**src/rtl/core/ilm_pkg.sv**
```systemverilog
// ============================================================================
// ilm_pkg - shared types and constants of the level meter
// Transaction structs, datapath command codes, status struct and the
// fixed-point helpers of the IEC scale.
// ============================================================================
`default_nettype none

package ilm_pkg;

    localparam int DEF_LEVEL_BITS      = 12;
    localparam int DEF_DECAY_FRAC_BITS = 32;

    localparam logic [11:0] FULL_SCALE_RST   = 12'd217;
    localparam logic [7:0]  PEAK_FALLOFF_RST = 8'd16;

    // Configuration register indexes.
    localparam logic CFG_FULL_SCALE   = 1'b0;
    localparam logic CFG_PEAK_FALLOFF = 1'b1;

    // Input commands.
    localparam logic CMD_FRAME      = 1'b0;
    localparam logic CMD_PEAK_RESET = 1'b1;

    // Colour zones.
    localparam logic [2:0] ZONE_OVER = 3'd0;
    localparam logic [2:0] ZONE_0DB  = 3'd1;
    localparam logic [2:0] ZONE_M3   = 3'd2;
    localparam logic [2:0] ZONE_M6   = 3'd3;

    // dB limits in Q8.8.
    localparam logic signed [15:0] DB_MIN     = -16'sd17920;
    localparam logic signed [15:0] DB_MAX     = 16'sd1024;
    localparam logic [15:0]        DB_MIN_MAG = 16'd17920;
    localparam logic [15:0]        DB_MAX_MAG = 16'd1024;

    // 20*log10(2) in Q16 and the reciprocal of 25 in Q22.
    localparam logic [31:0] DB20_LOG2_Q16 = 32'd394566;
    localparam logic [31:0] RECIP25_Q22   = 32'd167772;
    localparam logic [31:0] DIV25         = 32'd25;

    typedef struct packed {
        logic        cmd;
        logic [23:0] amplitude;
    } t_in_item;

    typedef struct packed {
        logic [11:0] bar_level;
        logic [11:0] peak_level;
        logic [2:0]  bar_zone;
        logic [2:0]  peak_zone;
        logic        over;
    } t_out_item;

    typedef logic [4:0] t_op;

    localparam t_op OP_NONE   = 5'd0;
    localparam t_op OP_LOAD   = 5'd1;
    localparam t_op OP_NSET   = 5'd2;
    localparam t_op OP_L1     = 5'd3;
    localparam t_op OP_L2     = 5'd4;
    localparam t_op OP_L3     = 5'd5;
    localparam t_op OP_L4     = 5'd6;
    localparam t_op OP_NORM   = 5'd7;
    localparam t_op OP_ALIGN  = 5'd8;
    localparam t_op OP_SQ     = 5'd9;
    localparam t_op OP_DBM    = 5'd10;
    localparam t_op OP_DBC    = 5'd11;
    localparam t_op OP_DBZ    = 5'd12;
    localparam t_op OP_DBN    = 5'd13;
    localparam t_op OP_BARSET = 5'd14;
    localparam t_op OP_MST    = 5'd15;
    localparam t_op OP_MSTEP  = 5'd16;
    localparam t_op OP_BARUPD = 5'd17;
    localparam t_op OP_BDWR   = 5'd18;
    localparam t_op OP_PKCLR  = 5'd19;
    localparam t_op OP_ZONE   = 5'd20;
    localparam t_op OP_PKSET  = 5'd21;
    localparam t_op OP_PKWAIT = 5'd22;
    localparam t_op OP_PKUPD  = 5'd23;
    localparam t_op OP_PDWR   = 5'd24;
    localparam t_op OP_OUT    = 5'd25;

    // Level targets for the scale unit.
    localparam logic [2:0] SEL_SIGNAL = 3'd0;
    localparam logic [2:0] SEL_THR_0  = 3'd1;
    localparam logic [2:0] SEL_THR_M3 = 3'd2;
    localparam logic [2:0] SEL_THR_M6 = 3'd3;
    localparam logic [2:0] SEL_THR_M10 = 3'd4;

    // Operand pairs for the decay multiplier.
    localparam logic [2:0] MS_BAR  = 3'd0;
    localparam logic [2:0] MS_BDEC = 3'd1;
    localparam logic [2:0] MS_PEAK = 3'd2;
    localparam logic [2:0] MS_PDEC = 3'd3;

    typedef struct packed {
        t_op        op;
        logic [2:0] sel;
    } t_dp_cmd;

    typedef struct packed {
        logic is_peak_reset;
        logic amp_zero;
        logic norm_done;
        logic mul_done;
        logic mul_lt;
        logic bar_lt;
        logic pk_lt;
        logic wait_gt;
    } t_dp_status;

    // Scale numerator for the fixed dB points of the zone thresholds.
    function automatic logic [16:0] thr_n(input logic [2:0] sel);
        logic [16:0] n;
        n = 17'd0;
        unique case (sel)
            SEL_THR_0:   n = 17'd102400;
            SEL_THR_M3:  n = 17'd94720;
            SEL_THR_M6:  n = 17'd87040;
            SEL_THR_M10: n = 17'd76800;
            default:     n = 17'd0;
        endcase
        return n;
    endfunction

    // Piecewise-linear IEC scale: dB in Q8.8 to a numerator over 102400.
    function automatic logic [16:0] iec_n(input logic signed [15:0] d);
        logic signed [31:0] dv;
        logic signed [31:0] n;
        dv = 32'(d);
        if (dv < -32'sd15360) begin
            n = dv + 32'sd17920;
        end else if (dv < -32'sd12800) begin
            n = 32'sd2 * (dv + 32'sd15360) + 32'sd2560;
        end else if (dv < -32'sd10240) begin
            n = 32'sd3 * (dv + 32'sd12800) + 32'sd7680;
        end else if (dv < -32'sd7680) begin
            n = 32'sd6 * (dv + 32'sd10240) + 32'sd15360;
        end else if (dv < -32'sd5120) begin
            n = 32'sd8 * (dv + 32'sd7680) + 32'sd30720;
        end else begin
            n = 32'sd10 * (dv + 32'sd5120) + 32'sd51200;
        end
        if (n < 32'sd0) begin
            n = 32'sd0;
        end
        return n[16:0];
    endfunction

endpackage

`default_nettype wire

```
**src/rtl/core/ilm_dp.sv**
```systemverilog
// ============================================================================
// ilm_dp - level meter datapath
// Holds the meter state and runs the log, scale and decay arithmetic one
// command per cycle: a shared 32x32 multiplier and a radix-16 serial
// multiplier for the fractional decay products.
// ============================================================================
`default_nettype none

module ilm_dp #(
    parameter int DECAY_FRAC_BITS = 32
) (
    input  wire logic               i_clk,
    input  wire logic               i_rst_n,
    input  wire logic               i_cfg_wr_en,
    input  wire logic               i_cfg_index,
    input  wire logic [11:0]        i_cfg_wdata,
    input  ilm_pkg::t_in_item       i_in_data,
    input  ilm_pkg::t_dp_cmd        i_cmd,
    output ilm_pkg::t_dp_status     o_status,
    output ilm_pkg::t_out_item      o_out_data
);
    import ilm_pkg::*;

    localparam int LB  = DEF_LEVEL_BITS;
    localparam int F   = DECAY_FRAC_BITS;
    localparam int DIG = (F + 3) / 4;
    localparam int MCW = $clog2(DIG + 1);

    localparam logic [LB-1:0]  LEVEL_MAX = '1;
    localparam logic [31:0]    LEVEL_MAX32 = 32'(LEVEL_MAX);
    localparam logic [F-1:0]   BAR_RATE = F'((64'd1 << F) - ((64'd3 << F) + 64'd50) / 64'd100);
    localparam logic [F-1:0]   PEAK_RATE =
        F'((64'd1 << F) - ((64'd3 << F) + 64'd500000) / 64'd1000000);
    localparam logic [MCW-1:0] DIG_CNT = MCW'(DIG);

    logic [11:0]        r_fs;
    logic [7:0]         r_falloff;
    logic               r_cmd;
    logic               r_amp_zero;
    logic [31:0]        r_m;
    logic [4:0]         r_e;
    logic [15:0]        r_frac;
    logic               r_neg;
    logic [39:0]        r_prod;
    logic signed [15:0] r_d;
    logic [16:0]        r_n;
    logic [16:0]        r_y;
    logic [12:0]        r_q0;
    logic [LB-1:0]      r_thr [1:4];
    logic [LB-1:0]      r_level;
    logic [LB-1:0]      r_bar;
    logic [F-1:0]       r_bdec;
    logic [LB-1:0]      r_peak;
    logic [8:0]         r_wait;
    logic [F-1:0]       r_pdec;
    logic [2:0]         r_pzone;
    logic [2:0]         r_bzone;
    logic               r_over;
    logic [2*F-1:0]     r_ma;
    logic [F-1:0]       r_mb;
    logic [2*F-1:0]     r_acc;
    logic [MCW-1:0]     r_mcnt;
    t_out_item          r_out;

    logic [31:0]        mul_a;
    logic [31:0]        mul_b;
    logic [63:0]        mul_p;
    logic [31:0]        sq_t;
    logic               e_top;
    logic [20:0]        mag;
    logic [15:0]        db_t;
    logic signed [15:0] db_val;
    logic [16:0]        y_new;
    logic [12:0]        q0_new;
    logic [16:0]        rem;
    logic [13:0]        lvq;
    logic [LB-1:0]      lv;
    logic [F-1:0]       mres;
    logic [LB-1:0]      mres_lv;
    logic               mul_lt;
    logic [2*F-1:0]     mstep;
    logic [2:0]         zone;
    logic [LB-1:0]      pt_over;

    assign e_top  = (r_e == 5'd23);
    assign mag    = e_top ? 21'(r_frac) : (21'({5'd23 - r_e, 16'd0}) - 21'(r_frac));
    assign y_new  = r_prod[28:12];
    assign q0_new = r_prod[34:22];

    always_comb begin
        mul_a = 32'd0;
        mul_b = 32'd0;
        unique case (i_cmd.op)
            OP_SQ: begin
                mul_a = r_m;
                mul_b = r_m;
            end
            OP_DBM: begin
                mul_a = 32'(mag);
                mul_b = DB20_LOG2_Q16;
            end
            OP_L1: begin
                mul_a = 32'(r_n);
                mul_b = 32'(r_fs);
            end
            OP_L2: begin
                mul_a = 32'(y_new);
                mul_b = RECIP25_Q22;
            end
            OP_L3: begin
                mul_a = 32'(q0_new);
                mul_b = DIV25;
            end
            default: begin
                mul_a = 32'd0;
                mul_b = 32'd0;
            end
        endcase
    end

    assign mul_p = 64'(mul_a) * 64'(mul_b);
    assign sq_t  = mul_p[61:30];

    // Truncation toward zero: the magnitude is shifted, then the sign applied.
    assign db_t = r_prod[39:24];
    always_comb begin
        if (r_neg) begin
            db_val = (db_t > DB_MIN_MAG) ? DB_MIN : -$signed(db_t);
        end else begin
            db_val = (db_t > DB_MAX_MAG) ? DB_MAX : $signed(db_t);
        end
    end

    // Quotient estimate by reciprocal is at most one low; one compare fixes it.
    assign rem = r_y - r_prod[16:0];
    assign lvq = 14'(r_q0) + ((rem >= 17'd25) ? 14'd1 : 14'd0);
    assign lv  = (32'(lvq) > LEVEL_MAX32) ? LEVEL_MAX : LB'(lvq);

    assign mres    = r_acc[2*F-1:F];
    assign mres_lv = LB'(mres);
    assign mul_lt  = (mres < F'(r_level));
    assign mstep   = r_acc + (2*F)'(r_ma * (2*F)'(r_mb[3:0]));

    always_comb begin
        if (r_level < r_thr[4]) begin
            zone    = ZONE_M6;
            pt_over = r_thr[4];
        end else if (r_level < r_thr[3]) begin
            zone    = ZONE_M3;
            pt_over = r_thr[3];
        end else if (r_level < r_thr[2]) begin
            zone    = ZONE_0DB;
            pt_over = r_thr[2];
        end else begin
            zone    = ZONE_OVER;
            pt_over = r_thr[1];
        end
    end

    always_ff @(posedge i_clk) begin
        if (!i_rst_n) begin
            r_fs      <= FULL_SCALE_RST;
            r_falloff <= PEAK_FALLOFF_RST;
            r_bar     <= '0;
            r_bdec    <= BAR_RATE;
            r_peak    <= '0;
            r_wait    <= '0;
            r_pdec    <= PEAK_RATE;
            r_pzone   <= ZONE_M6;
        end else begin
            if (i_cfg_wr_en) begin
                unique case (i_cfg_index)
                    CFG_FULL_SCALE:   r_fs      <= i_cfg_wdata;
                    CFG_PEAK_FALLOFF: r_falloff <= i_cfg_wdata[7:0];
                    default:          r_fs      <= r_fs;
                endcase
            end
            unique case (i_cmd.op)
                OP_LOAD: begin
                    r_cmd      <= i_in_data.cmd;
                    r_amp_zero <= (i_in_data.amplitude == 24'd0);
                    r_m        <= {8'd0, i_in_data.amplitude};
                    r_e        <= 5'd23;
                    r_frac     <= 16'd0;
                end
                OP_NSET: r_n <= thr_n(i_cmd.sel);
                OP_L1:   r_prod <= mul_p[39:0];
                OP_L2: begin
                    r_y    <= y_new;
                    r_prod <= mul_p[39:0];
                end
                OP_L3: begin
                    r_q0   <= q0_new;
                    r_prod <= mul_p[39:0];
                end
                OP_L4: begin
                    unique case (i_cmd.sel)
                        SEL_THR_0:   r_thr[1] <= lv;
                        SEL_THR_M3:  r_thr[2] <= lv;
                        SEL_THR_M6:  r_thr[3] <= lv;
                        SEL_THR_M10: r_thr[4] <= lv;
                        default:     r_level  <= lv;
                    endcase
                end
                OP_NORM: begin
                    if (!r_m[23]) begin
                        r_m <= r_m << 1;
                        r_e <= r_e - 5'd1;
                    end
                end
                OP_ALIGN: r_m <= r_m << 7;
                OP_SQ: begin
                    if (sq_t[31]) begin
                        r_m    <= {1'b0, sq_t[31:1]};
                        r_frac <= {r_frac[14:0], 1'b1};
                    end else begin
                        r_m    <= sq_t;
                        r_frac <= {r_frac[14:0], 1'b0};
                    end
                end
                OP_DBM: begin
                    r_neg  <= !e_top;
                    r_prod <= mul_p[39:0];
                end
                OP_DBC: r_d <= db_val;
                OP_DBZ: r_d <= DB_MIN;
                OP_DBN: r_n <= iec_n(r_d);
                OP_BARSET: begin
                    r_bar  <= r_level;
                    r_bdec <= BAR_RATE;
                end
                OP_MST: begin
                    unique case (i_cmd.sel)
                        MS_BAR: begin
                            r_ma <= (2*F)'(r_bdec);
                            r_mb <= F'(r_bar);
                        end
                        MS_BDEC: begin
                            r_ma <= (2*F)'(r_bdec);
                            r_mb <= r_bdec;
                        end
                        MS_PEAK: begin
                            r_ma <= (2*F)'(r_pdec);
                            r_mb <= F'(r_peak);
                        end
                        default: begin
                            r_ma <= (2*F)'(r_pdec);
                            r_mb <= r_pdec;
                        end
                    endcase
                    r_acc  <= '0;
                    r_mcnt <= DIG_CNT;
                end
                OP_MSTEP: begin
                    r_acc  <= mstep;
                    r_ma   <= r_ma << 4;
                    r_mb   <= r_mb >> 4;
                    r_mcnt <= r_mcnt - MCW'(1);
                end
                OP_BARUPD: begin
                    if (mul_lt) begin
                        r_bar <= r_level;
                    end else begin
                        r_bar   <= mres_lv;
                        r_level <= mres_lv;
                    end
                end
                OP_BDWR: r_bdec <= mres;
                OP_PKCLR: begin
                    r_peak  <= '0;
                    r_level <= r_bar;
                end
                OP_ZONE: begin
                    r_bzone <= zone;
                    r_over  <= (r_level > pt_over);
                end
                OP_PKSET: begin
                    r_peak  <= r_level;
                    r_wait  <= '0;
                    r_pdec  <= PEAK_RATE;
                    r_pzone <= r_bzone;
                end
                OP_PKWAIT: begin
                    if (r_wait != 9'h1FF) begin
                        r_wait <= r_wait + 9'd1;
                    end
                end
                OP_PKUPD: begin
                    if (mul_lt) begin
                        r_peak <= r_level;
                    end else begin
                        r_peak <= mres_lv;
                        if (mres_lv < r_thr[4]) begin
                            r_pzone <= ZONE_M6;
                        end
                    end
                end
                OP_PDWR: r_pdec <= mres;
                OP_OUT: begin
                    r_out.bar_level  <= 12'(r_level);
                    r_out.peak_level <= 12'(r_peak);
                    r_out.bar_zone   <= r_bzone;
                    r_out.peak_zone  <= r_pzone;
                    r_out.over       <= r_over;
                end
                default: begin
                    r_m <= r_m;
                end
            endcase
        end
    end

    assign o_status.is_peak_reset = (r_cmd == CMD_PEAK_RESET);
    assign o_status.amp_zero      = r_amp_zero;
    assign o_status.norm_done     = r_m[23];
    assign o_status.mul_done      = (r_mcnt == '0);
    assign o_status.mul_lt        = mul_lt;
    assign o_status.bar_lt        = (r_bar < r_level);
    assign o_status.pk_lt         = (r_peak < r_level);
    assign o_status.wait_gt       = (r_wait > {1'b0, r_falloff});

    assign o_out_data = r_out;

endmodule

`default_nettype wire

```
**src/rtl/core/ilm_ctrl.sv**
```systemverilog
// ============================================================================
// ilm_ctrl - level meter sequencer
// Steps the datapath through thresholds, log, scale, bar hold and peak hold
// for one transaction, and owns the input stall and the output valid.
// ============================================================================
`default_nettype none

module ilm_ctrl (
    input  wire logic            i_clk,
    input  wire logic            i_rst_n,
    input  wire logic            i_in_valid,
    output logic                 o_in_stall,
    output logic                 o_out_valid,
    input  wire logic            i_out_stall,
    input  ilm_pkg::t_dp_status  i_status,
    output ilm_pkg::t_dp_cmd     o_cmd
);
    import ilm_pkg::*;

    localparam logic [4:0] S_IDLE   = 5'd0;
    localparam logic [4:0] S_NSET   = 5'd1;
    localparam logic [4:0] S_L1     = 5'd2;
    localparam logic [4:0] S_L2     = 5'd3;
    localparam logic [4:0] S_L3     = 5'd4;
    localparam logic [4:0] S_L4     = 5'd5;
    localparam logic [4:0] S_NORM   = 5'd6;
    localparam logic [4:0] S_ALIGN  = 5'd7;
    localparam logic [4:0] S_SQ     = 5'd8;
    localparam logic [4:0] S_DBM    = 5'd9;
    localparam logic [4:0] S_DBC    = 5'd10;
    localparam logic [4:0] S_DBZ    = 5'd11;
    localparam logic [4:0] S_DBN    = 5'd12;
    localparam logic [4:0] S_BAR    = 5'd13;
    localparam logic [4:0] S_BMUL   = 5'd14;
    localparam logic [4:0] S_BDST   = 5'd15;
    localparam logic [4:0] S_BDSQ   = 5'd16;
    localparam logic [4:0] S_PKCLR  = 5'd17;
    localparam logic [4:0] S_ZONE   = 5'd18;
    localparam logic [4:0] S_PEAK   = 5'd19;
    localparam logic [4:0] S_PWAIT  = 5'd20;
    localparam logic [4:0] S_PMUL   = 5'd21;
    localparam logic [4:0] S_PDST   = 5'd22;
    localparam logic [4:0] S_PDSQ   = 5'd23;
    localparam logic [4:0] S_OUT    = 5'd24;

    logic [4:0] r_state;
    logic [4:0] n_state;
    logic [2:0] r_k;
    logic [2:0] n_k;
    logic [3:0] r_cnt;
    logic [3:0] n_cnt;
    logic       r_ovalid;
    logic       n_ovalid;

    always_comb begin
        n_state   = r_state;
        n_k       = r_k;
        n_cnt     = r_cnt;
        o_cmd.op  = OP_NONE;
        o_cmd.sel = r_k;
        unique case (r_state)
            S_IDLE: begin
                if (i_in_valid) begin
                    o_cmd.op = OP_LOAD;
                    n_k      = SEL_THR_0;
                    n_state  = S_NSET;
                end
            end
            S_NSET: begin
                o_cmd.op = OP_NSET;
                n_state  = S_L1;
            end
            S_L1: begin
                o_cmd.op = OP_L1;
                n_state  = S_L2;
            end
            S_L2: begin
                o_cmd.op = OP_L2;
                n_state  = S_L3;
            end
            S_L3: begin
                o_cmd.op = OP_L3;
                n_state  = S_L4;
            end
            S_L4: begin
                o_cmd.op = OP_L4;
                if (r_k == SEL_SIGNAL) begin
                    n_state = S_BAR;
                end else if (r_k == SEL_THR_M10) begin
                    n_k = SEL_SIGNAL;
                    priority if (i_status.is_peak_reset) begin
                        n_state = S_PKCLR;
                    end else if (i_status.amp_zero) begin
                        n_state = S_DBZ;
                    end else begin
                        n_state = S_NORM;
                    end
                end else begin
                    n_k     = r_k + 3'd1;
                    n_state = S_NSET;
                end
            end
            S_NORM: begin
                o_cmd.op = OP_NORM;
                if (i_status.norm_done) begin
                    n_state = S_ALIGN;
                end
            end
            S_ALIGN: begin
                o_cmd.op = OP_ALIGN;
                n_cnt    = 4'd0;
                n_state  = S_SQ;
            end
            S_SQ: begin
                o_cmd.op = OP_SQ;
                n_cnt    = r_cnt + 4'd1;
                if (r_cnt == 4'd15) begin
                    n_state = S_DBM;
                end
            end
            S_DBM: begin
                o_cmd.op = OP_DBM;
                n_state  = S_DBC;
            end
            S_DBC: begin
                o_cmd.op = OP_DBC;
                n_state  = S_DBN;
            end
            S_DBZ: begin
                o_cmd.op = OP_DBZ;
                n_state  = S_DBN;
            end
            S_DBN: begin
                o_cmd.op = OP_DBN;
                n_state  = S_L1;
            end
            S_BAR: begin
                o_cmd.sel = MS_BAR;
                if (i_status.bar_lt) begin
                    o_cmd.op = OP_BARSET;
                    n_state  = S_ZONE;
                end else begin
                    o_cmd.op = OP_MST;
                    n_state  = S_BMUL;
                end
            end
            S_BMUL: begin
                if (!i_status.mul_done) begin
                    o_cmd.op = OP_MSTEP;
                end else begin
                    o_cmd.op = OP_BARUPD;
                    n_state  = i_status.mul_lt ? S_ZONE : S_BDST;
                end
            end
            S_BDST: begin
                o_cmd.op  = OP_MST;
                o_cmd.sel = MS_BDEC;
                n_state   = S_BDSQ;
            end
            S_BDSQ: begin
                if (!i_status.mul_done) begin
                    o_cmd.op = OP_MSTEP;
                end else begin
                    o_cmd.op = OP_BDWR;
                    n_state  = S_ZONE;
                end
            end
            S_PKCLR: begin
                o_cmd.op = OP_PKCLR;
                n_state  = S_ZONE;
            end
            S_ZONE: begin
                o_cmd.op = OP_ZONE;
                n_state  = i_status.is_peak_reset ? S_OUT : S_PEAK;
            end
            S_PEAK: begin
                if (i_status.pk_lt) begin
                    o_cmd.op = OP_PKSET;
                    n_state  = S_OUT;
                end else begin
                    o_cmd.op = OP_PKWAIT;
                    n_state  = S_PWAIT;
                end
            end
            S_PWAIT: begin
                if (i_status.wait_gt) begin
                    o_cmd.op  = OP_MST;
                    o_cmd.sel = MS_PEAK;
                    n_state   = S_PMUL;
                end else begin
                    n_state = S_OUT;
                end
            end
            S_PMUL: begin
                if (!i_status.mul_done) begin
                    o_cmd.op = OP_MSTEP;
                end else begin
                    o_cmd.op = OP_PKUPD;
                    n_state  = i_status.mul_lt ? S_OUT : S_PDST;
                end
            end
            S_PDST: begin
                o_cmd.op  = OP_MST;
                o_cmd.sel = MS_PDEC;
                n_state   = S_PDSQ;
            end
            S_PDSQ: begin
                if (!i_status.mul_done) begin
                    o_cmd.op = OP_MSTEP;
                end else begin
                    o_cmd.op = OP_PDWR;
                    n_state  = S_OUT;
                end
            end
            S_OUT: begin
                if (!r_ovalid || !i_out_stall) begin
                    o_cmd.op = OP_OUT;
                    n_state  = S_IDLE;
                end
            end
            default: begin
                n_state = S_IDLE;
            end
        endcase
    end

    assign n_ovalid = (o_cmd.op == OP_OUT) || (r_ovalid && i_out_stall);

    always_ff @(posedge i_clk) begin
        if (!i_rst_n) begin
            r_state  <= S_IDLE;
            r_k      <= SEL_SIGNAL;
            r_cnt    <= 4'd0;
            r_ovalid <= 1'b0;
        end else begin
            r_state  <= n_state;
            r_k      <= n_k;
            r_cnt    <= n_cnt;
            r_ovalid <= n_ovalid;
        end
    end

    assign o_in_stall  = (r_state != S_IDLE);
    assign o_out_valid = r_ovalid;

endmodule

`default_nettype wire

```
**src/rtl/core/iec_level_meter_peak_hold.sv**
```systemverilog
// ============================================================================
// iec_level_meter_peak_hold - one-channel IEC level meter with peak hold
// Converts a linear amplitude to a bar length on the IEC scale and keeps a
// decaying bar hold and a delayed, decaying peak marker.
// ============================================================================
// Usage:
// The input channel (i_in_valid, o_in_stall, i_in_data) carries one
// transaction per display frame: cmd 0 updates the meter with an amplitude,
// cmd 1 clears the peak marker. The output channel (o_out_valid,
// i_out_stall, o_out_data) returns exactly one result transaction for each
// input transaction, in order.
// The block works on one transaction at a time. A frame update runs four
// zone thresholds, up to 24 normalization steps, 16 squaring steps of the
// log unit, and up to four decay products on the serial multiplier. A peak
// clear runs the zone thresholds but skips the log unit and decay products.
// A finished result sits in an output register, so the next transaction is
// taken while the result still waits; if the receiver stalls, the block
// holds the next result until that register is free and keeps o_in_stall
// high meanwhile. Configuration writes are taken at any edge with
// i_cfg_wr_en high. Synchronous reset restores the register defaults
// (full scale 217, peak falloff 16), clears both holds and drops o_out_valid.
// ============================================================================
`default_nettype none

module iec_level_meter_peak_hold #(
    parameter int DECAY_FRAC_BITS = ilm_pkg::DEF_DECAY_FRAC_BITS
) (
    input  wire logic           i_clk,
    input  wire logic           i_rst_n,
    input  wire logic           i_cfg_wr_en,
    input  wire logic           i_cfg_index,
    input  wire logic [11:0]    i_cfg_wdata,
    input  wire logic           i_in_valid,
    output logic                o_in_stall,
    input  ilm_pkg::t_in_item   i_in_data,
    output logic                o_out_valid,
    input  wire logic           i_out_stall,
    output ilm_pkg::t_out_item  o_out_data
);
    import ilm_pkg::*;

    // Commands flow from the sequencer to the datapath, status flows back.
    t_dp_cmd    dp_cmd;
    t_dp_status dp_status;

    ilm_ctrl u_ctrl (
        .i_clk       (i_clk),
        .i_rst_n     (i_rst_n),
        .i_in_valid  (i_in_valid),
        .o_in_stall  (o_in_stall),
        .o_out_valid (o_out_valid),
        .i_out_stall (i_out_stall),
        .i_status    (dp_status),
        .o_cmd       (dp_cmd)
    );

    // The datapath captures the input transaction when the sequencer issues
    // its load command, which happens only in the accepting cycle.
    ilm_dp #(
        .DECAY_FRAC_BITS (DECAY_FRAC_BITS)
    ) u_dp (
        .i_clk       (i_clk),
        .i_rst_n     (i_rst_n),
        .i_cfg_wr_en (i_cfg_wr_en),
        .i_cfg_index (i_cfg_index),
        .i_cfg_wdata (i_cfg_wdata),
        .i_in_data   (i_in_data),
        .i_cmd       (dp_cmd),
        .o_status    (dp_status),
        .o_out_data  (o_out_data)
    );

endmodule

`default_nettype wire

```
**config.mk**
```make
export PLATFORM = sky130hd
export DESIGN_NAME = iec_level_meter_peak_hold
export DESIGN_NICKNAME = d
export VERILOG_FILES = /design/src/rtl/core/ilm_pkg.sv /design/src/rtl/core/ilm_dp.sv /design/src/rtl/core/ilm_ctrl.sv /design/src/rtl/core/iec_level_meter_peak_hold.sv
export SDC_FILE = /design/constraint.sdc
export NUM_CORES = 2
export LEC_CHECK = 0
export BUFFER_PORTS_ARGS = -buffer_cell sky130_fd_sc_hd__buf_2
export CORE_ASPECT_RATIO = 0.75
export CORE_MARGIN = 2
export CORE_UTILIZATION = 25
export DETAILED_ROUTE_END_ITERATION = 12
export PLACE_DENSITY = 0.42
export REMOVE_ABC_BUFFERS = 1
export SLEW_MARGIN = 30
export SYNTH_ARGS = -nofsm -noshare
export SYNTH_HDL_FRONTEND = slang
export SYNTH_HIERARCHICAL = 1
export SYNTH_SLANG_ARGS = --single-unit
```
**constraint.sdc**
```tcl
create_clock -name i_clk -period 17.06 [get_ports i_clk]
set_input_delay 1.706 -clock i_clk [delete_from_list [all_inputs] [get_ports i_clk]]
set_output_delay 1.706 -clock i_clk [all_outputs]
set_load 0.01 [all_outputs]
```
==> flow_summary.ini <==
[timing]
slew_viol_final = 0
worst_pin_slew_ns = 1.05
finalWorstSetupSlack_ns = 2.06
tns_ns = 0
max_freq_ghz = 0.0667
final-hold-violation-count = 0
finalCritPeriodShare_pct = 87.9
fin_crit_ns = 15.00
setup_viol = 0
final.setup_skew_ns = 0.0422
rsz0062_at_grt = no
maxSlewHeadroom_pct = 28.2

[power]
p_leak_nw = 36.1
ir_drop_uv = 125
power_density_nw_per_um2 = 123

[grt]
use_met1_pct = 29.8
antenna_found_initial = 14
grt_max_degree = 165
grt.met2_usage_pct = 26.6
use_met3_pct = 3.33
grt_pass1_vias = 57700
grt_pass1_wl_um = 411000
overflow = 0
gr-max-usage-layer = met1
track_usage_pct = 19.0

[die]
die_w_um = 624
die_h_um = 469
start_util_pct = 25.2
num_rows = 170
io_pins = 76
core_um2 = 287000
die_area_um2 = 293000

[hold_path]
hp-class = flip-flop to flip-flop
hold_start = u_dp/r_pzone[1]
hold_end = u_dp/o_out_data[2]
hold_depth = 0

[critical_path]
reg2reg_depth = 49
path_buf_inv = 11
slowest_delay_ns = 0.69
required_ns = 17.46
r2r_end = u_dp/r_m[7]
critical_path.top_delay_family = adder cells
r2r_start = u_dp/r_level[1]
start_kind = flip-flop
cp_max_fo = 58
crit_slowest_cell = and2_1
rrSetupSlack_ns = 2.06
cp-end-kind = flip-flop
path_class = flip-flop to flip-flop
cp_common_cell = fa_1
cp_data_arrival_time_ns = 15.41

[drt]
antenna_left = 0
drtIter0Drc = 5629
vias = 57400
detail_route.first_pass.iterations = 10
routed_wl_um = 280000
drc = 0
post_drt_wl_per_cell_um = 23.9
vias_per_cell = 4.91

[synthesis]
seq_area_frac_synth_pct = 21.0
synthesis.area_um2 = 72100
yosys.cell_types.count = 105
yosysWarnings = 6
ys_seq_elements = 547
syn_avg_cell_area_um2 = 9.08
synth_cells = 7941
synth_edf_count = 415
ys.flop_type = edfxtp_1
synthArstFlopShare_pct = 0

[clocking]
cts_root_buf = clkbuf_16
htree_levels = 3
ctsHoldBuffers = 0
cts_resized = 0
cts_buffers = 67
clk_pin_slew_ns = 0.06
worstSkewPairLatency_ns = 0.68
post_cts_buffers = 0
cts.sinks = 547
clock_path_buffers = 3
cts_tree = done

[finish]
num-fill-cells = 30400
syn_to_final_growth_pct = 10.5
fin_nets = 9520
drive_above_1_share_pct = 5.89
final_util_pct = 27.8

[placement]
hpwlAfterDp_um = 221000
portBuffers = 73
gp_congestion = 0.993
pre_cts_slack_ns = 2.34

[job]
cap_violations = 0

[status]
outcome = completed
==> cells by family after synthesis <==
logic type	Yosys count	share of synthesized area (%)
and+or+nand+nor	2427	14.8
xor gates and xnor gates	250	3.04
DFF	547	21.0
buffers and inverters	1739	9.21
adders and majority gates	1611	39.1
other	1	0.00520
AOI/OAI and AO/OA	1256	11.3
muxes	110	1.54
==> placed cells by master (no fill, tap or decap), types with 64 or more instances in the layout <==
| cell type | Yosys | layout |
|---|---|---|
| nor2b_1 | 64 | 64 |
| mux2i_1 | 100 | 100 |
| edfxtp_1 | 415 | 415 |
| nand2_1 | 1027 | 1025 |
| nor2_1 | 741 | 733 |
| ha_1 | 539 | 539 |
| buf_2 | 21 | 73 |
| inv_1 | 1341 | 1340 |
| and2_1 | 137 | 137 |
| xor2_1 | 103 | 103 |
| a21oi_1 | 340 | 338 |
| o21ai_1 | 66 | 66 |
| a21o_1 | 98 | 98 |
| xnor2_1 | 147 | 147 |
| fa_1 | 1072 | 1072 |
| o21ai_0 | 211 | 205 |
| a22oi_1 | 71 | 70 |
| nor3_1 | 83 | 72 |
| dfxtp_1 | 132 | 132 |
| clkbuf_16 | 0 | 68 |
| and3_1 | 75 | 75 |
| buf_4 | 15 | 161 |
| nand3_1 | 86 | 85 |
==> cell usage after synthesis (17+ instances only) <==
cell type | count | area [µm²]
a211oi_1 | 29 | 218
a21boi_0 | 31 | 233
a21o_1 | 98 | 736
a21oi_1 | 340 | 1700
a221oi_1 | 35 | 307
a222oi_1 | 17 | 170
a22oi_1 | 71 | 533
a31oi_1 | 41 | 257
and2_1 | 137 | 857
and3_1 | 75 | 469
buf_1 | 20 | 75.1
buf_2 | 21 | 105
clkbuf_1 | 326 | 1220
dfxtp_1 | 132 | 2640
edfxtp_1 | 415 | 12500
fa_1 | 1072 | 21500
ha_1 | 539 | 6740
inv_1 | 1341 | 5030
mux2i_1 | 100 | 1000
nand2_1 | 1027 | 3850
nand2b_1 | 42 | 263
nand3_1 | 86 | 430
nand3b_1 | 17 | 128
nand4_1 | 51 | 319
nor2_1 | 741 | 2780
nor2b_1 | 64 | 400
nor3_1 | 83 | 415
nor4_1 | 20 | 125
o211ai_1 | 38 | 285
o21a_1 | 41 | 308
o21ai_0 | 211 | 1060
o21ai_1 | 66 | 330
o21bai_1 | 22 | 165
o22ai_1 | 53 | 332
o31ai_1 | 19 | 143
or3_1 | 20 | 125
xnor2_1 | 147 | 1290
xor2_1 | 103 | 902
==> power breakdown <==
group,leakage (nW),switching (mW),internal (mW)
Clock,1.09,0.638,0.887
Sequential,4.87,0.286,1.76
Combinational,30.2,4.33,1.92
==> sequential cells by signal, summed over array words and instances, names as in the netlist, 8 cells and up <==
| signal | flops |
|---|---|
| u_dp/r_prod | 40 |
| u_dp/r_wait | 9 |
| u_dp/r_ma | 64 |
| u_dp/r_n | 17 |
| u_dp/r_bar | 12 |
| u_dp/r_acc | 64 |
| u_dp/r_pdec | 32 |
| u_dp/r_d | 16 |
| u_dp/r_thr | 48 |
| u_dp/r_frac | 16 |
| u_dp/r_level | 12 |
| u_dp/r_mb | 32 |
| u_dp/r_falloff | 8 |
| u_dp/o_out_data | 29 |
| u_dp/r_fs | 12 |
| u_dp/r_y | 17 |
| u_dp/r_q0 | 13 |
| u_dp/r_m | 32 |
| u_dp/r_bdec | 32 |
| u_dp/r_peak | 12 |
==> worst max-delay path by stage <==
stage	cells after the start	endpoint	slack, ns	start
2_1_floorplan	18	u_dp/r_acc[0]	-0.94	u_dp/r_level[1]
3_3_place_gp	50	u_dp/r_m[29]	2.51	u_dp/r_level[1]
3_5_place_dp	50	u_dp/r_m[29]	2.34	u_dp/r_level[1]
4_1_cts	50	u_dp/r_m[29]	2.32	u_dp/r_level[1]
5_1_grt	49	u_dp/r_m[7]	1.65	u_dp/r_level[1]
6_report	49	u_dp/r_m[7]	2.06	u_dp/r_level[1]
==> cell type report <==
cell class,count,area [µm²],area share [%]
Inverter,1353,5080,6.38
Clock buffer,91,1850,2.32
Timing Repair Buffer,241,1720,2.16
Multi-Input combinational cell,5656,50700,63.7
Antenna cell,7,17.5,0.0220
Sequential cell,547,15100,19.0
Tap cell,3784,4730,5.94
Clock inverter,29,408,0.512
==> stage by stage <==
stage | power [mW] | std cells | hold WS, ns | cell area [µm²]
6_report | 9.82 | 11700 | 0.436 | 79600
5_1_grt | 10.4 | 11700 | 0.455 | 79600
4_1_cts | 9.75 | 11700 | 0.442 | 79500
3_5_place_dp | 8.14 | 11600 | 0.427 | 77300
3_3_place_gp | 8.15 | 11600 | 0.425 | 77200
2_1_floorplan | 5.50 | 7556 | 0.400 | 70500
==> layer usage <==
| metal | part of all wire [%] | routed length [µm] |
|---|---|---|
| met1 | 49 | 139000 |
| met3 | 7.9 | 22300 |
| met5 | 0.0025 | 7 |
| met4 | 2.6 | 7240 |
| met2 | 40 | 112000 |
Note: power is estimated with default switching activity, not from simulation.
